<file path="config.mk">
export PLATFORM = sky130hd
export DESIGN_NAME = mm_mac
export DESIGN_NICKNAME = d
export VERILOG_FILES = /design/src/mm_pkg.sv /design/src/mm_mac.sv
export SDC_FILE = /design/constraint.sdc
export NUM_CORES = 2
export LEC_CHECK = 0
export BUFFER_PORTS_ARGS = -buffer_cell sky130_fd_sc_hd__buf_2
export CAP_MARGIN = 20
export CELL_PAD_IN_SITES_DETAIL_PLACEMENT = 0
export CELL_PAD_IN_SITES_GLOBAL_PLACEMENT = 1
export CORE_MARGIN = 3
export CORE_UTILIZATION = 52
export CTS_CLUSTER_DIAMETER = 200
export DETAILED_ROUTE_END_ITERATION = 8
export PLACE_DENSITY_LB_ADDON = 0.15
export SLEW_MARGIN = 20
export SYNTH_ARGS = -nofsm -noshare
export SYNTH_HDL_FRONTEND = slang
export SYNTH_SLANG_ARGS = --single-unit
</file>
<file path="constraint.sdc">
create_clock -name i_clk -period 11.35 [get_ports i_clk]
set_clock_uncertainty 0.2 [all_clocks]
set_input_delay 2.27 -clock i_clk [delete_from_list [all_inputs] [get_ports i_clk]]
set_output_delay 2.27 -clock i_clk [all_outputs]
set_load 0.03 [all_outputs]
</file>
<file path="src/mm_pkg.sv">
`default_nettype none

package mm_pkg;

    localparam int MAX_DIM   = 8;
    localparam int FRAC_BITS = 16;

    localparam int ELEM_W    = 32;
    localparam int DIM_W     = 4;
    localparam int POS_W     = 3;
    localparam int CFG_IDX_W = 2;
    localparam int IDX_W     = (MAX_DIM > 1) ? $clog2(MAX_DIM) : 1;
    localparam int ADDR_W    = $clog2(MAX_DIM * MAX_DIM);
    // full-width sum of up to MAX_DIM exact products, plus sign
    localparam int ACC_W     = 2 * ELEM_W + $clog2(MAX_DIM) + 1;

    typedef enum logic [1:0] {
        REQ_LOAD_A  = 2'd0,
        REQ_LOAD_B  = 2'd1,
        REQ_COMPUTE = 2'd2
    } t_req;

    typedef enum logic [CFG_IDX_W-1:0] {
        CFG_A_ROWS    = 2'd0,
        CFG_INNER_DIM = 2'd1,
        CFG_B_COLS    = 2'd2
    } t_cfg_reg;

    typedef enum logic {
        SEQ_IDLE,
        SEQ_RUN
    } t_seq_state;

    typedef struct packed {
        logic             first;
        logic             lastk;
        logic             lastel;
        logic [IDX_W-1:0] row;
        logic [IDX_W-1:0] col;
    } t_tag;

    // last usable index of a dimension: zero acts as one, large values as MAX_DIM
    function automatic logic [IDX_W-1:0] dim_last(input logic [DIM_W-1:0] d);
        logic [IDX_W-1:0] res;
        if (d == '0) begin
            res = '0;
        end else if (int'(d) > MAX_DIM) begin
            res = IDX_W'(MAX_DIM - 1);
        end else begin
            res = IDX_W'(d - DIM_W'(1));
        end
        return res;
    endfunction

endpackage

`default_nettype wire

</file>
<file path="src/mm_mac.sv">
`default_nettype none

module mm_mac (
    input  wire logic                       i_clk,
    input  wire logic                       i_rst_n,
    input  wire logic                       i_en,
    input  wire logic                       i_vld,
    input  wire mm_pkg::t_tag               i_tag,
    input  wire logic [mm_pkg::ELEM_W-1:0]  i_a,
    input  wire logic [mm_pkg::ELEM_W-1:0]  i_b,
    output logic                            o_done,
    output mm_pkg::t_tag                    o_tag,
    output logic [mm_pkg::ELEM_W-1:0]       o_value,
    output logic                            o_sat
);
    import mm_pkg::*;

    logic                       r_s2_vld;
    t_tag                       r_s2_tag;
    logic signed [2*ELEM_W-1:0] r_prod;
    logic signed [ACC_W-1:0]    r_acc;
    t_tag                       r_acc_tag;
    logic                       r_done;

    logic signed [ACC_W-1:0]    w_sh;
    logic                       w_fit;

    always_ff @(posedge i_clk) begin
        if (!i_rst_n) begin
            r_s2_vld <= 1'b0;
            r_done   <= 1'b0;
        end else if (i_en) begin
            r_s2_vld <= i_vld;
            r_done   <= r_s2_vld && r_s2_tag.lastk;
        end
    end

    always_ff @(posedge i_clk) begin
        if (i_en) begin
            r_prod   <= $signed(i_a) * $signed(i_b);
            r_s2_tag <= i_tag;
            if (r_s2_vld) begin
                // restart the sum on the first term of each dot product
                r_acc     <= r_s2_tag.first ? ACC_W'(r_prod) : r_acc + ACC_W'(r_prod);
                r_acc_tag <= r_s2_tag;
            end
        end
    end

    // floor shift, then clip to the element range
    always_comb begin
        w_sh  = r_acc >>> FRAC_BITS;
        w_fit = (&w_sh[ACC_W-1:ELEM_W-1]) || !(|w_sh[ACC_W-1:ELEM_W-1]);
        if (w_fit) begin
            o_value = w_sh[ELEM_W-1:0];
        end else if (w_sh[ACC_W-1]) begin
            o_value = {1'b1, {(ELEM_W-1){1'b0}}};
        end else begin
            o_value = {1'b0, {(ELEM_W-1){1'b1}}};
        end
        o_sat = !w_fit;
    end

    assign o_done = r_done;
    assign o_tag  = r_acc_tag;

endmodule

`default_nettype wire
</file>
==> impl_metrics.tcl <==
set metrics [dict create \
    status "finished, final reports clean" \
    period_minus_slack_ns 10.37 \
    clock-sinks 152 \
    grt_pass1_vias 34900 \
    post_cts_buffers 0 \
    maxCapViolations 0 \
    rsz0062_at_grt "false" \
    synthArstFlopShare_pct 0 \
    root_buffer "clkbuf_16" \
    drt-total-wl_um 125000 \
    tightest_slew_ns 0.974 \
    ant_nets 0 \
    worstPathMaxFanout 32 \
    synthMuxAreaShare_pct 0.0930 \
    die_w_um 303 \
    ys_ff_latch 152 \
    first_pass_iters 8 \
    maxSlewViolCount 0 \
    route.detailed.wl_per_inst_um 21.1 \
    synth_top_family_by_area "adder cells" \
    setup_slack_ns 0.975 \
    post-route-drc-count 0 \
    place_hpwl_um 101000 \
    syn-mean-instance-area_um2 9.51 \
    clockBufferDepth 2 \
    multi_input_area_um2 36500 \
    drive_above_1_share_pct 4.94 \
    synth_xor_area_share_pct 2.53 \
    die-area_um2 91500 \
    required_ns 11.34 \
    final_cells 5914 \
    grt_max_degree 82 \
    crit_arrival_ns 10.36 \
    port_buffers 119 \
    track_usage_pct 28.4 \
    synthFlopType "edfxtp_1" \
    cts-resized-gates 0 \
    ys_warn_count 0 \
    grt_antenna_before_repair 5 \
    dieHeight_um 303 \
    vias 32300 \
    syn_area_um2 45700 \
    slew_headroom_pct 35.1 \
    core_um2 87000 \
    fill_cells 8041 \
    drt_iter0_markers 2105 \
    dpl_cell_area_um2 47200 \
    postLayoutCellArea_um2 47800 \
    finalSetupViolCount 0 \
    tns_ns 0 \
    fin_crit_sh_pct 91.4 \
    postSynthCellCount 4809 \
    via_per_inst 5.46 \
    htree_levels 4 \
    worstSkewPairLatency_ns 0.45 \
    cts_tree "done" \
    max_freq_mhz 96.4 \
    clkTransAtPathRegs_ns 0.06 \
    critPathKind "in -> reg" \
    layout_commonest_cell "fa_1" \
    hold_viol_final 0 \
    synth-simple-area-share_pct 15.5 \
    gp_congestion 0.899 \
    ios 120 \
    seq_area_um2 4540 \
    placed_cells 5881 \
    seq_area_frac_synth_pct 9.94 \
    rows 108 \
    ys_types 87 \
    synth-compound-area-share_pct 7.44 \
    cts_buffers 17 \
    grt_pass1_wl_um 199000 \
    area_growth_pct 4.57 \
    cts_hold_buf 0 \
    place_ws_ns 0.541 \
    cp-end-kind "flip-flop" \
    final_cell_mix "fa_1 (1,083), inv_1 (996), nand2_1 (635)" \
    nNetsFinal 6156 \
    startpoint_type "input port" \
    syn_nets 6220 \
    start_util_pct 52.5 \
    synth_edf_count 150 \
    overflow 0 \
    min_path_type "reg -> reg" \
    synthAdderAreaFrac_pct 54.3 \
]
[sequential cells by signal (all words and copies together), names as in the netlist]
| name | cells |
|---|---|
| o_done | 1 |
| o_tag | 9 |
| r_prod | 64 |
| r_s2_vld | 1 |
| r_acc | 68 |
| r_s2_tag | 9 |
[synth_stat cells (all sizes together), types with 4 or more instances]
cell type / n / area [µm²]
fa: 1083 / 21700
inv: 996 / 3740
nand2: 636 / 2390
and2: 528 / 3300
ha: 251 / 3140
clkbuf: 241 / 907
edfxtp: 150 / 4500
o21ai: 145 / 733
a21oi: 140 / 701
a21o: 96 / 723
nor2: 91 / 342
xnor2: 86 / 753
xor2: 46 / 403
nand4: 29 / 188
o21bai: 24 / 180
nand2b: 22 / 138
nand3: 22 / 110
a31oi: 20 / 138
nor3: 20 / 105
and3: 16 / 100
and4: 15 / 134
nor2b: 15 / 93.8
o21a: 14 / 105
a211oi: 11 / 82.6
buf: 9 / 46.3
o31ai: 8 / 78.8
nor4: 7 / 50.1
a31o: 6 / 52.6
o211ai: 6 / 45.0
a2111oi: 4 / 41.3
a211o: 4 / 35.0
a221oi: 4 / 58.8
nand3b: 4 / 30.0
o311ai: 4 / 52.6
o31a: 4 / 35.0
[routing by layer]
layer / track usage, % / up-vias / part of all wire (%)
met2: 43.6 / 1156 / 44
met1: 41.9 / 16600 / 46
met5: 0 / - / 0.010
li1: - / 14400 / -
met4: 5.68 / 2 / 1.9
met3: 6.05 / 157 / 8.0
[logic make-up after synthesis]
group / Yosys count
AND/OR/NAND/NOR: 1417
adder cells (fa/ha/maj): 1334
buffers and inverters: 1246
AO/OA/AOI/OAI: 524
flip-flops: 152
XOR/XNOR: 132
multiplexers: 4
[final cells by class]
type | instances | area share, %
multi-input cells | 3411 | 76.3
clock buffers | 17 | 0.890
clock inverters | 15 | 0.424
flip-flops and latches | 152 | 9.50
well taps | 1155 | 3.02
diodes | 1 | 0.00523
repair buffers | 167 | 2.00
inverters | 996 | 7.82
[final timing paths]
kind / cells past startpoint / slack (ns) / end / startpoint
setup / recovery: 23 / 0.98 / r_prod[57] / i_b[8]
hold / removal: 0 / 0.22 / o_tag[0] / r_s2_tag[0]
setup reg to reg: 13 / 7.39 / r_acc[60] / r_prod[0]
hold reg to reg: 0 / 0.22 / o_tag[0] / r_s2_tag[0]
[critical path: stages]
cell	delay, ns
buf_2	0.73
nand2_1	0.29
fa_1	0.80
inv_1	0.11
fa_1	0.51
inv_1	0.05
fa_1	0.49
fa_1	0.51
inv_1	0.05
fa_1	0.58
fa_1	0.45
fa_1	0.52
fa_1	0.42
ha_1	0.40
a21o_1	0.23
a2111oi_0	0.52
o31ai_1	0.20
nor3_1	0.23
o311ai_1	0.19
a31oi_1	0.45
o21ai_1	0.10
a21oi_1	0.19
xnor2_1	0.08
[stage by stage]
stage,hold slack (ns),utilization [%]
after floorplan,0.200,-
after global placement,0.204,54.2
after detailed placement,0.210,54.2
after CTS,0.223,54.9
after global routing,0.234,54.9
final,0.223,54.9
Power is not shown: default switching activity piles up to over one toggle a cycle in this logic, so the estimate is an artifact.
